### config.mk
export PLATFORM = sky130hd
export DESIGN_NAME = masked_uudecode_record_decoder_unit
export DESIGN_NICKNAME = d
export VERILOG_FILES = /design/src/design/mudec_pkg.sv /design/src/design/masked_uudecode_record_decoder_unit.sv
export SDC_FILE = /design/constraint.sdc
export NUM_CORES = 1
export LEC_CHECK = 0
export ABC_AREA = 1
export BUFFER_PORTS_ARGS = -buffer_cell sky130_fd_sc_hd__buf_2
export CORE_ASPECT_RATIO = 1.5
export CORE_UTILIZATION = 59
export CTS_CLUSTER_DIAMETER = 120
export DETAILED_ROUTE_END_ITERATION = 8
export PLACE_DENSITY_LB_ADDON = 0.3
export SYNTH_ARGS = -nofsm -noshare
export SYNTH_HDL_FRONTEND = slang
export SYNTH_SLANG_ARGS = --single-unit
### constraint.sdc
create_clock -name clk_i -period 2.8 [get_ports clk_i]
set_clock_uncertainty 0.1 [all_clocks]
set_input_delay 0.14 -clock clk_i [delete_from_list [all_inputs] [get_ports clk_i]]
set_output_delay 0.14 -clock clk_i [all_outputs]
set_load 0.1 [all_outputs]
### src/design/mudec_pkg.sv
package mudec_pkg;

  typedef enum logic [3:0] {
    PH_HEADER = 4'b0001,
    PH_COUNT  = 4'b0010,
    PH_DATA   = 4'b0100,
    PH_DRAIN  = 4'b1000
  } phase_e;

  typedef enum logic [1:0] {
    KIND_DATA  = 2'd0,
    KIND_DONE  = 2'd1,
    KIND_ERROR = 2'd2
  } kind_e;

  localparam logic [3:0] HdrMaskHi = 4'd4;
  localparam logic [3:0] HdrMaskLo = 4'd5;
  localparam logic [3:0] HdrLast   = 4'd12;
  localparam logic [7:0] CharBias  = 8'h20;

  typedef struct packed {
    logic [7:0] data;
    kind_e      kind;
  } result_t;

  function automatic logic [7:0] magic_char(input logic [1:0] idx);
    logic [7:0] ch;
    case (idx)
      2'd0:    ch = 8'h44;
      2'd1:    ch = 8'h5A;
      2'd2:    ch = 8'h59;
      default: ch = 8'h41;
    endcase
    return ch;
  endfunction

  function automatic logic [5:0] sextet_of(input logic [7:0] c);
    logic [7:0] diff;
    diff = c - CharBias;
    return diff[5:0];
  endfunction

endpackage

### src/design/masked_uudecode_record_decoder_unit.sv
// Masked uudecode record decoder.
// Input channel: one record character per request on char_in_i, with
// end_of_record_i marking the last character of a record; accepted when
// in_valid_i is high and in_stall_o is low.
// Output channel: byte_out_o and out_kind_o (data, finished, error), taken
// when out_valid_o is high and out_stall_i is low. A request yields zero or
// one result; byte_out_o is zero for finished and error results.
// A result is registered in the output register, or in the skid register while the receiver stalls.
// Throughput: one character per cycle while in_stall_o is low. The decode state is updated in the
// cycle of acceptance, so requests follow back to back.
// When the receiver stalls, the output register holds its result and one
// more result goes to a skid register; in_stall_o rises only while the
// skid register is full, and then drops as soon as the output moves on.
// Reset clears the decode state to the header phase with a zero mask and
// empties both result registers.
module masked_uudecode_record_decoder_unit
  import mudec_pkg::*;
(
  input  logic       clk_i,
  input  logic       rst_ni,
  input  logic       in_valid_i,
  output logic       in_stall_o,
  input  logic [7:0] char_in_i,
  input  logic       end_of_record_i,
  output logic       out_valid_o,
  input  logic       out_stall_i,
  output logic [7:0] byte_out_o,
  output logic [1:0] out_kind_o
);

  phase_e     phase_q, phase_d;
  logic [3:0] header_index_q, header_index_d;
  logic [1:0] group_position_q, group_position_d;
  logic [5:0] bytes_left_q, bytes_left_d;
  logic [5:0] prior_sextet_q, prior_sextet_d;
  logic [7:0] mask_byte_q, mask_byte_d;

  logic       out_valid_q, skid_valid_q;
  result_t    out_q, skid_q;

  logic       accept;
  logic       res_valid;
  result_t    res;
  logic [5:0] s;
  logic [7:0] value;
  logic       have_byte;
  logic       clear;

  assign accept     = in_valid_i && !in_stall_o;
  assign in_stall_o = skid_valid_q;
  assign s          = sextet_of(char_in_i);

  always_comb begin
    case (group_position_q)
      2'd1:    value = {prior_sextet_q, s[5:4]};
      2'd2:    value = {prior_sextet_q[3:0], s[5:2]};
      2'd3:    value = {prior_sextet_q[1:0], s};
      default: value = 8'd0;
    endcase
  end

  always_comb begin
    phase_d          = phase_q;
    header_index_d   = header_index_q;
    group_position_d = group_position_q;
    bytes_left_d     = bytes_left_q;
    prior_sextet_d   = prior_sextet_q;
    mask_byte_d      = mask_byte_q;
    res_valid        = 1'b0;
    res.data         = 8'd0;
    res.kind         = KIND_DATA;
    have_byte        = 1'b0;
    clear            = 1'b0;

    case (phase_q)
      PH_DRAIN: begin
        clear = end_of_record_i;
      end
      PH_HEADER: begin
        if (!header_index_q[3] && !header_index_q[2] &&
            char_in_i != magic_char(header_index_q[1:0])) begin
          res_valid = 1'b1;
          res.kind  = KIND_ERROR;
          clear     = end_of_record_i;
          phase_d   = PH_DRAIN;
        end else begin
          if (header_index_q == HdrMaskHi) begin
            mask_byte_d = {s, 2'b00};
          end else if (header_index_q == HdrMaskLo) begin
            mask_byte_d = mask_byte_q | {6'd0, s[5:4]};
          end
          if (header_index_q >= HdrLast) begin
            header_index_d = 4'd0;
            phase_d        = PH_COUNT;
          end else begin
            header_index_d = header_index_q + 4'd1;
          end
          if (end_of_record_i) begin
            res_valid = 1'b1;
            res.kind  = KIND_ERROR;
            clear     = 1'b1;
          end
        end
      end
      PH_COUNT: begin
        if (s == 6'd0) begin
          res_valid = 1'b1;
          res.kind  = KIND_DONE;
          clear     = end_of_record_i;
          phase_d   = PH_DRAIN;
        end else begin
          bytes_left_d     = s;
          group_position_d = 2'd0;
          phase_d          = PH_DATA;
          if (end_of_record_i) begin
            res_valid = 1'b1;
            res.kind  = KIND_ERROR;
            clear     = 1'b1;
          end
        end
      end
      default: begin
        if (group_position_q != 2'd0 && bytes_left_q != 6'd0) begin
          have_byte    = 1'b1;
          bytes_left_d = bytes_left_q - 6'd1;
        end
        prior_sextet_d = s;
        if (group_position_q == 2'd3) begin
          group_position_d = 2'd0;
          if (bytes_left_d == 6'd0) begin
            phase_d = PH_COUNT;
          end
        end else begin
          group_position_d = group_position_q + 2'd1;
        end
        if (end_of_record_i) begin
          res_valid = 1'b1;
          res.kind  = KIND_ERROR;
          clear     = 1'b1;
        end else if (have_byte) begin
          res_valid = 1'b1;
          res.data  = value ^ mask_byte_q;
          res.kind  = KIND_DATA;
        end
      end
    endcase

    if (clear) begin
      phase_d          = PH_HEADER;
      header_index_d   = 4'd0;
      group_position_d = 2'd0;
      bytes_left_d     = 6'd0;
      prior_sextet_d   = 6'd0;
      mask_byte_d      = 8'd0;
    end
  end

  always_ff @(posedge clk_i or negedge rst_ni) begin
    if (!rst_ni) begin
      phase_q          <= PH_HEADER;
      header_index_q   <= 4'd0;
      group_position_q <= 2'd0;
      bytes_left_q     <= 6'd0;
      prior_sextet_q   <= 6'd0;
      mask_byte_q      <= 8'd0;
    end else if (accept) begin
      phase_q          <= phase_d;
      header_index_q   <= header_index_d;
      group_position_q <= group_position_d;
      bytes_left_q     <= bytes_left_d;
      prior_sextet_q   <= prior_sextet_d;
      mask_byte_q      <= mask_byte_d;
    end
  end

  always_ff @(posedge clk_i or negedge rst_ni) begin
    if (!rst_ni) begin
      out_valid_q  <= 1'b0;
      skid_valid_q <= 1'b0;
    end else if (!out_valid_q || !out_stall_i) begin
      if (skid_valid_q) begin
        out_valid_q  <= 1'b1;
        skid_valid_q <= 1'b0;
      end else begin
        out_valid_q <= accept && res_valid;
      end
    end else if (accept && res_valid) begin
      skid_valid_q <= 1'b1;
    end
  end

  always_ff @(posedge clk_i) begin
    if (!out_valid_q || !out_stall_i) begin
      out_q <= skid_valid_q ? skid_q : res;
    end else if (accept && res_valid) begin
      skid_q <= res;
    end
  end

  assign out_valid_o = out_valid_q;
  assign byte_out_o  = out_q.data;
  assign out_kind_o  = out_q.kind;

  assert property (@(posedge clk_i) disable iff (!rst_ni)
    skid_valid_q |-> out_valid_q)
    else $error("skid holds a result while output register is empty");

  assert property (@(posedge clk_i) disable iff (!rst_ni)
    out_valid_q && out_q.kind != KIND_DATA |-> out_q.data == 8'd0)
    else $error("non-data result carries a nonzero byte");

  assert property (@(posedge clk_i) disable iff (!rst_ni)
    phase_q == PH_DATA |-> bytes_left_q != 6'd0 || group_position_q != 2'd0)
    else $error("line has no bytes left at the start of a group");

  assert property (@(posedge clk_i) disable iff (!rst_ni)
    phase_q == PH_HEADER |-> header_index_q <= HdrLast)
    else $error("header index ran past the header");

  assert property (@(posedge clk_i) disable iff (!rst_ni)
    (phase_q == PH_COUNT || phase_q == PH_DATA) |-> header_index_q == 4'd0)
    else $error("header index not cleared after the header");

endmodule

## Word-level counts from Yosys, hierarchy flattened

Index checks and enable logic that the tools add are counted.

- $add $sub $neg: 4
- Multipliers: 0
- Div/mod/pow operators: 0
- Magnitude comparators: 1
- Equality and inequality tests: 17
- Shift-type cells: 0
- Multiplexer cells: 53
- Bitwise logic cells: 3
- Reductions and logical operators: 29

Operators with widths:

| cell | number |
|---|---|
| 2-to-1 mux 8 bit | 8 |
| 2-to-1 mux 4 bit | 10 |
| 2-to-1 mux 6 bit | 6 |
| case mux 8 bit (3 select lines) | 1 |
| 2-to-1 mux 10 bit | 2 |
| case mux 5 bit (3 select lines) | 1 |
| 2-to-1 mux 2 bit | 7 |
| logical NOT 6 bit | 2 |
| 2-to-1 mux 1 bit | 12 |
| case mux 4 bit (3 select lines) | 1 |
| case mux 6 bit (2 select lines) | 1 |
| equality test 4 x 3 -> 1 bit (second input constant) | 2 |
| inequality test 8 bit | 1 |
| OR 8 x 2 -> 8 bit | 1 |
| nonzero test 4 bit | 2 |
| XOR 8 bit | 1 |
| equality test 2 bit (second input constant) | 3 |
| case mux 1 bit (3 select lines) | 2 |
| case mux 2 bit (3 select lines) | 1 |
| AND reduction 3 bit | 2 |
| nonzero test 2 bit | 3 |
| nonzero test 6 bit | 1 |
| subtractor 6 x 1 -> 6 bit (second input constant) | 1 |
| subtractor 6 bit (second input constant) | 1 |
| 23 further kinds | 35 |

- Bits in registers: 52
- Bits in latches: 0
- Bits in writable memories: 0
- Memory bits (read-only): 0
- Output and inout port bits: 12
- Logic and storage cells: 119
- Memories kept: 0

## Logic depth before layout (Yosys ltp)

Gate-level depths: netlist (run 1).

- Depth in word-level cells: 10
- Mapped depth: 14
- Gate-level depth less buffers: 14

## Worst setup path before layout (run 1)

OpenSTA, ideal clock, no wires.

- Path kind: register to register
- Start point: reg out_valid_q (netlist: out_valid_o)
- End point: reg skid_q[0] (netlist bit), enable pin
- Setup time: 0.376 ns
- Arrival time: 1.966 ns
- Setup slack: 0.358 ns
- Cell stages (with the launch flop): 3
- Path through: dfrtp_1 > nand2_1 > nor2_1

- Cells in the longest elaborated chain, start to end: 4

RTL lines:

| what | RTL line | text |
|---|---|---|
| start, declared | masked_uudecode_record_decoder_unit.sv:38 | `logic out_valid_q, skid_valid_q;` |
| start signal, assigned | masked_uudecode_record_decoder_unit.sv:185 | `out_valid_q <= accept && res_valid;` |
| logical NOT 1 bit | masked_uudecode_record_decoder_unit.sv:193 | `if (!out_valid_q \|\| !out_stall_i) begin` |
| logical OR 1 bit | masked_uudecode_record_decoder_unit.sv:193 |  |
| NOT 1 bit (no line) | - |  |
| AND reduction 2 bit (no line) | - |  |
| end signal, assigned | masked_uudecode_record_decoder_unit.sv:196 | `skid_q <= res;` |
| end, declared | masked_uudecode_record_decoder_unit.sv:39 | `result_t out_q, skid_q;` |

No other way between the ends.
A chain may end at the register's enable or synchronous reset.

## Final worst setup path (run 1)

- Start point: reg header_index_q[0]
- End point: reg mask_byte_q[2]

- Cells in the longest elaborated chain, start to end: 9
- Elaborated cells between the ends (all ways): 19

RTL lines:

| what | RTL line | text |
|---|---|---|
| start, declared | masked_uudecode_record_decoder_unit.sv:32 | `logic [3:0] header_index_q, header_index_d;` |
| start signal, assigned | masked_uudecode_record_decoder_unit.sv:168 | `header_index_q <= header_index_d;` |
| equality test 2 bit, or another cell as far along | mudec_pkg.sv:28 | `case (idx)` |
| case mux 5 bit (3 select lines) | mudec_pkg.sv:28 |  |
| 2-to-1 mux 8 bit | masked_uudecode_record_decoder_unit.sv:75 | `case (phase_q)` |
| inequality test 8 bit | masked_uudecode_record_decoder_unit.sv:81 | `char_in_i != magic_char(header_index_q[1:0])) begin` |
| logical AND 1 bit | masked_uudecode_record_decoder_unit.sv:80 | `if (!header_index_q[3] && !header_index_q[2] &&` |
| 2-to-1 mux 1 bit | masked_uudecode_record_decoder_unit.sv:80 |  |
| case mux 1 bit (3 select lines) | masked_uudecode_record_decoder_unit.sv:75 |  |
| inequality test 2 bit (no line), or another cell as far along | - |  |
| AND reduction 4 bit (no line) | - |  |
| end signal, assigned | masked_uudecode_record_decoder_unit.sv:172 | `mask_byte_q <= mask_byte_d;` |
| end, declared | masked_uudecode_record_decoder_unit.sv:36 | `logic [7:0] mask_byte_q, mask_byte_d;` |

Parallel ways exist; a longest one is shown, timed or not. The select of a mux whose other input is x is not followed.

==> run summary, run 1 <==
The total standard cell area after synthesis was 3000 µm²; the final core utilization was 67.4%. Summed over all instances, the cell type with the most area after synthesis is sky130_fd_sc_hd__dfrtp_1. The run finished with clean final reports. After legalization and detailed placement, the total HPWL measured 4600 µm. The vertical die dimension is 89.4 µm, and the final number of hold-violating endpoints is 0. The initial utilization of the core area, before any placement, comes to 61.9%.

For this run, design rule violations remaining after detail routing come to 0. Setup repair after global routing left no endpoint under its margin. Critical path arrival: 2.48 ns. The storage element area was 1400 µm².

The met2 layer usage reported by global route is 42.9%. The number of clock buffers added by TritonCTS is 5. The share of the Yosys chip area taken by registers is 46.7%. The internal portion of the total power is 1.86 mW. Global routing used 25.3% of the available tracks across all layers. The tool flagged a number of max-cap violations equal to 0. In the global route stage, met1 resource usage came out at 30.5%. Fraction of power spent switching nets: 51.3%. The cell area power density is 1170 nW/µm², and the post-layout worst setup margin is 0.425 ns. At the worst endpoint, the required time is 2.90 ns. TritonCTS built the clock tree.

From left edge to right edge, the die measures 60.2 µm. The critical path class was flop to flop. Timing analysis after detailed placement gives a worst setup slack of 0.565 ns. In this run the standard cell core region covers 4850 µm².

Summed over all failing endpoints, the final setup total negative slack is 0 ns. The final layout contains 424 nets. The most instantiated flip-flop cell in the synthesis netlist is sky130_fd_sc_hd__dfrtp_1. The number of H-tree branching levels was 2.

Of the available clock period, the critical path in the final layout requires 84.8%. For the number of warnings printed during yosys synthesis, the log shows 0. The class of the most critical hold timing path was primary input to flop.

Summing all multi-input logic gate instances after layout gives 1390 µm². Entering global routing, the biggest net connects 33 pins. The number of distinct library cells after synthesis came out at 34. The buffer cell driving the clock tree root was sky130_fd_sc_hd__clkbuf_8.

Layer carrying the most global-route usage: met2. The tools report the category of the worst setup path launch point as a flop. The synthesized netlist net count is 400.

The logs give 401 for the final-layout fill cell count and 0.31 ns for the clock insertion delay at the later pin of the skew report. The sequential cell fraction of total power was 32.7%. After clock tree synthesis, the setup repair step added 0 buffers. The largest driver fanout on the critical path was 11. The first global-routing pass estimated 10200 µm of wire.

Of the post-synthesis cell area, the dominant cell type holds 25.8%. The number of pins with negative max-slew slack in the final report was 0. The met3 track utilization from global routing came out at 4.63%. Yosys attributes the largest share of cell area to sky130_fd_sc_hd__dfrtp_1 26%, sky130_fd_sc_hd__edfxtp_1 20%, sky130_fd_sc_hd__nand2_1 15%, sky130_fd_sc_hd__nand3_1 5.5%, sky130_fd_sc_hd__inv_1 4.9%. The worst-case IR drop observed on VDD is 0.000594 V. The synthesized instance count was 376. Dividing the synthesized area by the synthesized cell count gives 7.98 µm². The number of antenna violations at the first check in global routing was 0.

The worst setup path is captured at a flop. In this run, the number of DRC markers left after iteration 0 of detailed routing was 147. The commonest cells after synthesis are 117 x sky130_fd_sc_hd__nand2_1, 39 x sky130_fd_sc_hd__inv_1, 35 x sky130_fd_sc_hd__nor2_1, 33 x sky130_fd_sc_hd__nand3_1, 31 x sky130_fd_sc_hd__dfrtp_1.

The number of synthesized register bits works out to 52. After global routing the overflow that remains totals 0. For this block, the routed nets add up to 6010 µm of wire. The area growth from synthesis to final layout was 8.92%; the measured slew at the worst slew-check pin was 0.717 ns.

The number of placed instances with taps included is 458, and the detailed-router iteration count before antenna repair is 5. The area enclosed by the die boundary was 5380 µm². The detail route stage leaves a number of antenna-violating nets equal to 0. Subtracting the final worst setup slack from the clock period gives 2.37 ns.

For this design, the sink count on the clock tree is 52. The tightest slew margin relative to the limit was 52.2%. The routed layout has 2477 vias. The tools report the cell leakage power as 1.64 nW.

The clock passes through at most 2 buffers. The via count of the first global-routing pass was 2329. The analysis attributes to net switching a power of 1.95 mW.

Using the TritonRoute via totals, the vias-per-cell ratio works out to 5.30. For this run, asynchronously set or reset flops after synthesis account for 61.5%. The number of synthesized flops with an enable pin was 20; the fraction of final layout cells with drive strength greater than 1 was 12.5%. The combinational cell fraction of total power is 55.4%, and the antenna diode instance count is 0.

Clock-pin slew was measured on the worst setup and hold paths at 0.10 ns. Row generation in the floorplan step produced 31 rows. Dividing the detail-routed wire length by the instance count gives 12.9 µm. The tools report the overall power of the completed layout as 3.81 mW. Pin placement for this block handled 25 I/O pins.

The weighted congestion reported at the end of routability-driven placement is 0.912, and the clock network fraction of total power is 11.9%. Based on the critical path, the design can be clocked at up to 421 MHz. Most common cell in the synthesized netlist: sky130_fd_sc_hd__nand2_1.

Setup violations remaining at the end of the flow were counted as 0. The number of buffers inserted by port buffering is 24, and the count of non-filler cells in the finished layout is 467.
-- layout make-up --
cell class,instances,share of cell area [%]
sequential,52,42.9
multi-input combinational,273,42.5
inverter,41,4.71
timing repair buffer,27,4.44
tap,66,2.53
clock buffer,5,2.10
clock inverter,3,0.842
-- metrics by stage --
stage	instance area, µm²	hold WS [ns]
after floorplan	3000	-0.256
after global placement	3160	0.142
after detailed placement	3160	0.139
after CTS	3270	0.0573
after global routing	3270	0.0558
final	3270	0.0720
-- registers in the layout, indices dropped and copies added (netlist names) --
register / cells
byte_out_o: 8
phase_q: 4
bytes_left_q: 6
skid_q: 10
out_kind_o: 2
in_stall_o: 1
out_valid_o: 1
mask_byte_q: 8
prior_sextet_q: 6
group_position_q: 2
header_index_q: 4
-- power groups by stage --
stage          Clock, mW  Combinational, mW  Sequential (mW)
2_1_floorplan          0               1.27             1.74
3_3_place_gp           0               2.06             1.26
3_5_place_dp           0               2.10             1.26
4_1_cts            0.459               2.11             1.25
5_1_grt            0.489               2.38             1.29
6_report           0.452               2.11             1.25
-- final timing paths --
| check | from | endpoint | slack, ns | cells past startpoint |
|---|---|---|---|---|
| min in group asynchronous | rst_ni | mask_byte_q[1] | 0.31 | 2 |
| max in group asynchronous | rst_ni | bytes_left_q[3] | 1.83 | 2 |
| min | char_in_i[3] | prior_sextet_q[3] | 0.07 | 3 |
| max | header_index_q[0] | mask_byte_q[2] | 0.43 | 13 |
| max reg2reg | header_index_q[0] | mask_byte_q[2] | 0.43 | 13 |
| min reg2reg | phase_q[0] | phase_q[0] | 0.41 | 2 |
-- logic make-up (layout without fill, tap and decap cells) --
family / count (synthesis) / after routing / share of synthesized area [%]
XOR/XNOR: 13 / 13 / 3.79
buffers and inverters: 51 / 76 / 7.00
multiplexers: 1 / 1 / 0.500
AO/OA/AOI/OAI: 47 / 47 / 8.71
flip-flops: 52 / 52 / 46.7
AND/OR/NAND/NOR: 201 / 201 / 28.7
adder cells (fa/ha/maj): 11 / 11 / 4.59
-- placed cells by master (no fill, tap or decap), drive strengths merged, types with 9 or more instances in the layout --
master,count
a21oi,15
buf,26
dfrtp,31
edfxtp,20
ha,11
inv,42
nand2,122
nand3,33
nor2,35
o21ai,23
xor2,9
-- worst max-delay path, cell delays in order, from the launching register on --
cell                      delay (ns)
sky130_fd_sc_hd__dfrtp_1        0.41
sky130_fd_sc_hd__inv_1          0.11
sky130_fd_sc_hd__ha_1           0.34
sky130_fd_sc_hd__inv_1          0.07
sky130_fd_sc_hd__a21oi_1        0.04
sky130_fd_sc_hd__nor3_1         0.22
sky130_fd_sc_hd__nand2_1        0.13
sky130_fd_sc_hd__nand2_1        0.11
sky130_fd_sc_hd__nand2_1        0.06
sky130_fd_sc_hd__o21ai_1        0.16
sky130_fd_sc_hd__buf_4          0.20
sky130_fd_sc_hd__nand2_1        0.16
sky130_fd_sc_hd__nand2_1        0.10
sky130_fd_sc_hd__o21ai_1        0.06
-- timing repair --
action                                 in CTS  in global routing
gates resized for setup                     0                  0
setup endpoints to repair                   0                  0
endpoints found under the hold margin      31                  0
hold buffers                                1                  0
-- routing by layer --
layer / up-vias / routed length, µm
met5: - / 0
met4: 0 / 128
met3: 9 / 264
met2: 68 / 3040
met1: 1134 / 2580
li1: 1266 / -
Note: power is estimated with default switching activity, not from simulation.
==> run 2: changes to the inputs <==
==> constraint.sdc (replaced) <==
create_clock -name clk_i -period 2.2 [get_ports clk_i]
set_clock_uncertainty 0.1 [all_clocks]
set_input_delay 0.11 -clock clk_i [delete_from_list [all_inputs] [get_ports clk_i]]
set_output_delay 0.11 -clock clk_i [all_outputs]
set_load 0.1 [all_outputs]
==> run 2 against run 1 <==
  * Worst setup slack worse by 0.35 ns
  * Wire length is 13% higher
  * First-iteration DRC count shrank 25%
  * Cell count grew 3.9%
  * Design area up 6.5%
  * Die area unchanged
  * Combinational power is 44% higher
  * Critical path depth is 5 lower
  * Register-to-register slack got worse by 0.35 ns
  * Hold slack worse by 0.030 ns
  * Global-route usage grew 2.0 points
  * Largest cell class is now multi-input combinational cells
  * Highest routed layer unchanged
==> run summary, run 2 (synthesized netlist as in run 1, its figures left out) <==
Relative to the synthesized area, the layout overhead comes to 16.0%. The maximum buffer depth of the clock tree is 2, and the register-to-register setup slack is 0.07 ns. The detailed-router iteration count before antenna repair is 4, and the post-layout worst setup margin is 0.0717 ns. The worst path required time is 2.15 ns. Among cell families on the critical path, the largest total delay comes from simple AND/OR/NAND/NOR gates. Combinational cells account for 58.2% of the total power. The H-tree was split into 2 levels.

Sequential cell fraction of total power: 30.4%. The count of vias placed by the detailed router was 2651; the number of violations of the max-capacitance limit was 0. The logs give 5.22 mW for the overall power of the completed layout and 0 for the leftover overflow at the end of global routing. In this run the tool buffered the top-level ports with 24 buffer cells.

The total DRC errors in the routed layout was 0; the maximum frequency from static timing analysis was 470 MHz. The average vias per placed instance came out at 5.47. After detailed routing, the average wire length per cell comes to 14.0 µm. The cell area power density was 1500 nW/µm². The tools report the total clock sinks as 52. The startpoint of the worst-slack reg-to-reg timing path was phase_q[2].

The count of nets left with antenna violations once routing finished came out at 0. The most frequent standard cell in the layout excluding fill and tap cells is sky130_fd_sc_hd__nand2_1. At the worst endpoint, the arrival time is 2.08 ns. The run gives 10800 µm as the wire length of the first global-routing pass.

The slowest stage of the critical path is the sky130_fd_sc_hd__dfrtp_1 cell. The tools report the maximum number of pins on one net before global-route repair as 33. The analysis attributes to net switching a power of 2.67 mW. The run gives 1.01 as the weighted congestion reported at the end of routability-driven placement. The worst setup path is of the flop to flop kind. The critical path contains buffers and inverters numbering 2 combined.

Class of the most critical hold timing path: primary input to flop. The area enclosed by the die boundary was 5380 µm²; the instance count on the critical path was 8. Element type at the critical path end: a flop.

The signal on the critical path passes through or2_4 -> nor3_4 -> buf_4 -> inv_2 -> nand2_2 -> nand2_1 -> o21ai_0 -> a31oi_1. The detailed-route wire length was 6800 µm; the final worst-path cycle share was 96.7%. In the layout the commonest cells are 111 x sky130_fd_sc_hd__nand2_1, 35 x sky130_fd_sc_hd__inv_1, 34 x sky130_fd_sc_hd__nor2_1, 31 x sky130_fd_sc_hd__nand3_1, 30 x sky130_fd_sc_hd__dfrtp_1. The floorplan step set the die height to 89.4 µm. The finished layout holds 485 standard cells, fillers aside. The internal power consumption is 2.55 mW, and the instance count along the most critical hold path is 3. In this run the static leakage power is 1.76 nW.

In this run the critical register-to-register path is captured at out_kind_o[1]. The number of flip-flops under the largest register name is 10, and the number of top-level pins is 25. The run gives 61.9% as the starting density of the core. In this run the clock root is driven by a sky130_fd_sc_hd__clkbuf_8. Category of the worst setup path launch point: a flop. The run finished with clean final reports. The number of antenna diodes in the final layout is 0. In the final design database the tool counted 442 nets. The tools report the post-place setup slack as -0.0655 ns. The iteration-0 DRC count of the detailed router was 110. For the worst-skew pair, the clock arrives at the later sink with an insertion delay of 0.32 ns. For the final setup violation count, the log shows 0.

The fraction of power spent switching nets is 51.1%. The tools report the number of CTS-inserted buffers as 5. On the worst path, the slowest cell contributes a delay of 0.41 ns.

The tightest slew margin relative to the limit is 51.9%, and the measured slew at the worst slew-check pin is 0.721 ns. The worst hold path begins at char_in_i[3]. For this run, the total global-route usage over all layers was measured as 27.3%.

After clock tree synthesis, the clock-pin slew on the worst setup and hold paths is 0.10 ns. For the number of placement rows, the log shows 31. After legalization and detailed placement, the total HPWL measured 4890 µm. The clock network fraction of total power is 11.4%. The final number of hold-violating endpoints is 0.

The tools report the worst min-delay path endpoint as prior_sextet_q[3]. Number of antenna violations at the first check in global routing: 0. TritonCTS built the clock tree. The routed design could run at a clock period as short as 2.13 ns. The number of placed instances with taps included came out at 471. skid_q holds more flip-flops than any other register. The largest driver fanout on the critical path is 8, and the final sum of negative setup slack is 0 ns.

The die is 60.2 µm wide. IR analysis of the VDD net gives a maximum drop of 0.000768 V. In this run the standard cell core region covers 4850 µm². For the number of pins with negative max-slew slack in the final report, the log shows 0. In the final layout, the share of cells above drive strength 1 is 20.8%. The logic depth of the worst register-to-register path was 8. Via count of the first global-routing pass: 2413.
-- run 2: final cells by class --
class,count,area [µm²]
multi-input combinational,274,1470
sequential,52,1400
fill,379,1370
timing repair buffer,44,274
inverter,41,154
tap,66,82.6
clock buffer,5,68.8
clock inverter,3,27.5
-- run 2: per-stage QoR --
step | area, µm² | utilization, % | hold WS, ns
after detailed placement | 3260 | 67.3 | 0.114
after floorplan | 3010 | - | -0.286
after CTS | 3380 | 69.6 | 0.0171
final | 3480 | 71.8 | 0.0415
after global placement | 3260 | 67.3 | 0.103
after global routing | 3480 | 71.8 | 0.0248
-- run 2: worst max-delay path by stage --
| stage | slack [ns] | from | end |
|---|---|---|---|
| global route | -0.02 | header_index_q[1] | header_index_q[2] |
| finish | 0.07 | phase_q[2] | out_kind_o[1] |
| detailed placement | -0.07 | header_index_q[1] | skid_q[9] |
| CTS | 0.05 | header_index_q[1] | skid_q[3] |
| floorplan | 0.06 | in_stall_o | mask_byte_q[2] |
| global placement | 0.04 | header_index_q[1] | skid_q[9] |
-- run 2: what timing repair did --
item                                    CTS  global route
buffers inserted                          0             3
endpoints found under the setup margin   10            23
gates cloned                              0             2
hold buffers                              1             0
resized for setup                         1            24
endpoints found under the hold margin    31             0
pin swaps                                 0             6
-- run 2: tightest hold or removal path, stage by stage --
cell,delay [ns]
sky130_fd_sc_hd__buf_2,0.14
sky130_fd_sc_hd__nand2_1,0.11
sky130_fd_sc_hd__a21oi_1,0.07
-- run 2: power by group through the flow --
stage / clock network, mW / logic, mW / registers (mW)
after floorplan: 0 / 1.61 / 2.21
after global placement: 0 / 2.78 / 1.59
after detailed placement: 0 / 2.85 / 1.60
final: 0.594 / 3.04 / 1.59
after global routing: 0.632 / 3.35 / 1.64
after CTS: 0.597 / 2.86 / 1.58
-- run 2: per-layer routing --
layer	wire, µm	share of wire (%)	up-vias	global-route usage, %
li1	-	-	1295	-
met1	2740	40	1232	32.5
met2	3490	51	94	47.1
met3	288	4.2	30	4.20
met4	280	4.1	0	12.9
met5	0	0	-	0
==> run 3: changes to the inputs <==
--- a/config.mk
+++ b/config.mk
@@ -5,10 +5,9 @@
 export SDC_FILE = /design/constraint.sdc
 export NUM_CORES = 1
 export LEC_CHECK = 0
-export ABC_AREA = 1
 export BUFFER_PORTS_ARGS = -buffer_cell sky130_fd_sc_hd__buf_2
 export CORE_ASPECT_RATIO = 1.5
-export CORE_UTILIZATION = 59
+export CORE_UTILIZATION = 60
 export CTS_CLUSTER_DIAMETER = 120
 export DETAILED_ROUTE_END_ITERATION = 8
 export PLACE_DENSITY_LB_ADDON = 0.3
==> run 3 against run 2 <==
  * The flow now finishes with violations (setup timing)
  * Global-route usage up 2.9 points
  * Non-clock buffer count up 38
  * Die area up 3.5%
  * Area after synthesis up 5.3%
  * Sequential power down 7%
  * Fmax down 8.3%
  * Largest cell class unchanged
==> run summary, run 3 <==
The flow ran to the end, but the final reports show violations. The final reports fail on setup timing. The global routing usage summed across all routing layers was 30.1%.

The logs give 5.36 mW for the overall power of the completed layout and 182 for the iteration-0 DRC count of the detailed router. The tools report the category of the worst setup path launch point as a flop. TritonCTS built the clock tree. The number of antenna violations at the first check in global routing is 0, and the number of warnings printed during yosys synthesis is 0.

The number of placed instances with taps included was 424. In the routed layout, each cell is associated on average with a via count of 6.31. The final sum of negative setup slack came out at -0.957 ns.

The final number of hold-violating endpoints was 0; the die width was 61.3 µm. The leftover overflow at the end of global routing was 0; the worst hold slack was 0.0974 ns. The synthesized netlist net count was 339. Setup repair after global routing could not meet its margin everywhere.

In the synthesized netlist, the number of instances is 315. The detailed-router iteration count before antenna repair came out at 5. The estimated wirelength of the detail-placed design was 5400 µm; the weighted congestion reported at the end of routability-driven placement was 1.01. The number of synthesized flops with an enable pin was 20.

25 I/O pins were placed. The netlist uses 60 different library cells. After layout, the worst path uses 105% of the clock period. Summing over every cut layer, the via total after detailed routing is 2833.

The number of synthesized register bits works out to 52. For this configuration, the core starts out at a cell density of 61.7%. For the number of pins with negative max-slew slack in the final report, the log shows 0. Based on the critical path, the design can be clocked at up to 431 MHz. Clock tree synthesis selected as its root buffer the cell sky130_fd_sc_hd__clkbuf_8. The clock net in this run drives a total of 52 sinks. 0 antenna diodes ended up in the layout. TritonCTS created 5 clock buffers. For this run, the share of the core covered by cells in the final layout is 78.6%.

Via count of the first global-routing pass: 2671. Once layout is complete, the cells apart from fillers number 449. The later pin in the worst-skew pair is clocked with a latency of 0.31 ns. After synthesis, flip-flops and latches occupy 44.4% of the total area. The cell area power density is 1330 nW/µm². For the finished layout, the period the worst path requires is 2.32 ns.

Measured against its own limit, the worst slew margin works out to 49.9%. The number of buffers inserted by port buffering came out at 24. The wire length of the first global-routing pass was 12500 µm. The post-route standard cell area excluding fillers is 4030 µm², and the vertical die dimension is 90.9 µm.

The cell leakage power was 1.65 nW; the core area was 5120 µm². Setup violations remaining at the end of the flow were counted as 14. The number of H-tree branching levels came out at 2. For the area of placed instances, the log shows 3560 µm². The most frequent standard cell in the layout excluding fill and tap cells was sky130_fd_sc_hd__buf_4. After filler insertion, the fill cell instance count of the layout stands at 345. Once detail routing completed, the nets flagged for antenna violations numbered 0.

The cell area that synthesis handed to floorplanning was 3160 µm². The most instantiated flip-flop cell in the synthesis netlist is sky130_fd_sc_hd__dfrtp_1. The post-route netlist has 41.2% of its cells at a drive strength greater than 1. Number of violations of the max-capacitance limit: 0. From synthesis to final layout, the design area changed by 27.3%. By startpoint and endpoint, the worst setup path is classified as flop to flop. The logs give 2.36 ns for the worst path required time and 8430 µm for the detailed-route wire length.

The clock-pin slew of the registers on the worst-case setup and hold paths is 0.10 ns. For the maximum number of pins on one net before global-route repair, the log shows 33. skid_q holds more flip-flops than any other register. The share of synthesized area in the top cell type comes to 24.5%.

At the pin with the least slew margin, the transition time is 0.751 ns. For this run, design rule violations remaining after detail routing come to 0. The tools report the maximum vdd drop as 0.000910 V. The run gives 32 as the number of placement rows. The worst hold path belongs to the class primary input to flop.

The element type at the critical path end was a flop. In the synthesized netlist, the cells that appear most often are 31 x sky130_fd_sc_hd__dfrtp_1, 29 x sky130_fd_sc_hd__nand2_1, 24 x sky130_fd_sc_hd__nor2_1, 20 x sky130_fd_sc_hd__edfxtp_1, 18 x sky130_fd_sc_hd__o21ai_0. The largest area contributor in the synthesized netlist is sky130_fd_sc_hd__dfrtp_1. For this run, the post-layout net count is 404.

The number of flip-flops under the largest register name was 10. The critical path arrival was 2.48 ns. The async set-reset flop share out of synthesis is 61.5%, and the maximum buffer depth of the clock tree is 2. The most common cell in the synthesized netlist was sky130_fd_sc_hd__dfrtp_1. The die covers 5570 µm². Largest driver fanout on the critical path: 4.

After synthesis, the mean cell area works out to 10.0 µm². Before CTS, the worst setup slack after placement is -0.173 ns. The average routed wire per standard cell is 18.8 µm. Sorting the synthesized cells by area gives the leading types as sky130_fd_sc_hd__dfrtp_1 25%, sky130_fd_sc_hd__edfxtp_1 19%, sky130_fd_sc_hd__ha_1 4.4%, sky130_fd_sc_hd__nand2_1 3.4%, sky130_fd_sc_hd__o21ai_0 2.8%.

The post-layout worst setup margin came out at -0.120 ns. The top cell types in the final layout, fill and taps aside, are 53 x sky130_fd_sc_hd__buf_4, 29 x sky130_fd_sc_hd__dfrtp_1, 28 x sky130_fd_sc_hd__nand2_1, 24 x sky130_fd_sc_hd__nor2_1, 24 x sky130_fd_sc_hd__buf_2.
## run 3: changes by cell type after synthesis, moves of 9 or more
| cell | before | now |
|---|---|---|
| sky130_fd_sc_hd__inv_1 | 39 | 15 |
| sky130_fd_sc_hd__nor2_1 | 35 | 24 |
| sky130_fd_sc_hd__nor2b_1 | 0 | 9 |
| sky130_fd_sc_hd__xor2_1 | 9 | 0 |
| sky130_fd_sc_hd__nand2_1 | 117 | 29 |
| sky130_fd_sc_hd__nand3_1 | 33 | 5 |
## run 3: worst paths after layout
path | start | endpoint | slack (ns) | depth (start not counted)
setup / recovery | bytes_left_q[1] | phase_q[3] | -0.12 | 7
hold / removal | char_in_i[2] | mask_byte_q[4] | 0.1 | 2
setup reg to reg | bytes_left_q[1] | phase_q[3] | -0.12 | 7
hold reg to reg | mask_byte_q[1] | mask_byte_q[1] | 0.43 | 1
max in group asynchronous | rst_ni | in_stall_o | 1.20 | 2
min in group asynchronous | rst_ni | phase_q[2] | 0.29 | 2
## run 3: area by class of cell
cell class | instances | area [µm²] | area share (%)
well taps | 68 | 85.1 | 2.11
clock inverters | 2 | 16.3 | 0.404
multi-input cells | 224 | 1820 | 45.2
repair buffers | 82 | 573 | 14.2
flip-flops and latches | 52 | 1410 | 34.9
inverters | 15 | 56.3 | 1.40
clock buffers | 6 | 72.6 | 1.80
## run 3: what timing repair did
| item | in CTS | in global routing |
|---|---|---|
| endpoints found under the setup margin | 25 | 38 |
| hold endpoints to repair | 31 | 0 |
| hold buffers | 1 | 0 |
| gates resized for setup | 16 | 34 |
| setup buffers | 9 | 8 |
| cloned | 1 | 0 |
| pin swaps | 14 | 19 |
## run 3: cells by family (layout without fill, tap and decap cells)
logic type	count (synthesis)	after routing	synth area share [%]
mux	10	10	3.48
fa+ha+maj	11	11	4.35
flops	52	52	44.4
simple gates	106	106	19.0
xor+xnor	6	6	1.66
compound gates	91	91	20.5
buf+inv	39	105	6.57
## run 3: power by group
| group | internal (mW) | total, mW | switching, mW |
|---|---|---|---|
| Sequential | 1.28 | 1.48 | 0.201 |
| Combinational | 1.35 | 3.31 | 1.97 |
| Clock | 0.227 | 0.563 | 0.336 |
## run 3: metal layers
metal,up-vias,routed length [µm],track usage [%]
met1,1355,3080,33.8
li1,1284,-,-
met2,156,4460,51.9
met5,-,0,0
met3,38,579,5.30
met4,0,314,15.3
## run 3: critical path, cell delays in order, from the launching register on
cell and delay (ns):
sky130_fd_sc_hd__dfrtp_1 0.42, sky130_fd_sc_hd__buf_4 0.15, sky130_fd_sc_hd__or4_4 0.56, sky130_fd_sc_hd__nor3_4 0.17, sky130_fd_sc_hd__o32ai_2 0.13, sky130_fd_sc_hd__a311oi_4 0.37, sky130_fd_sc_hd__or2_4 0.21, sky130_fd_sc_hd__a31o_1 0.14
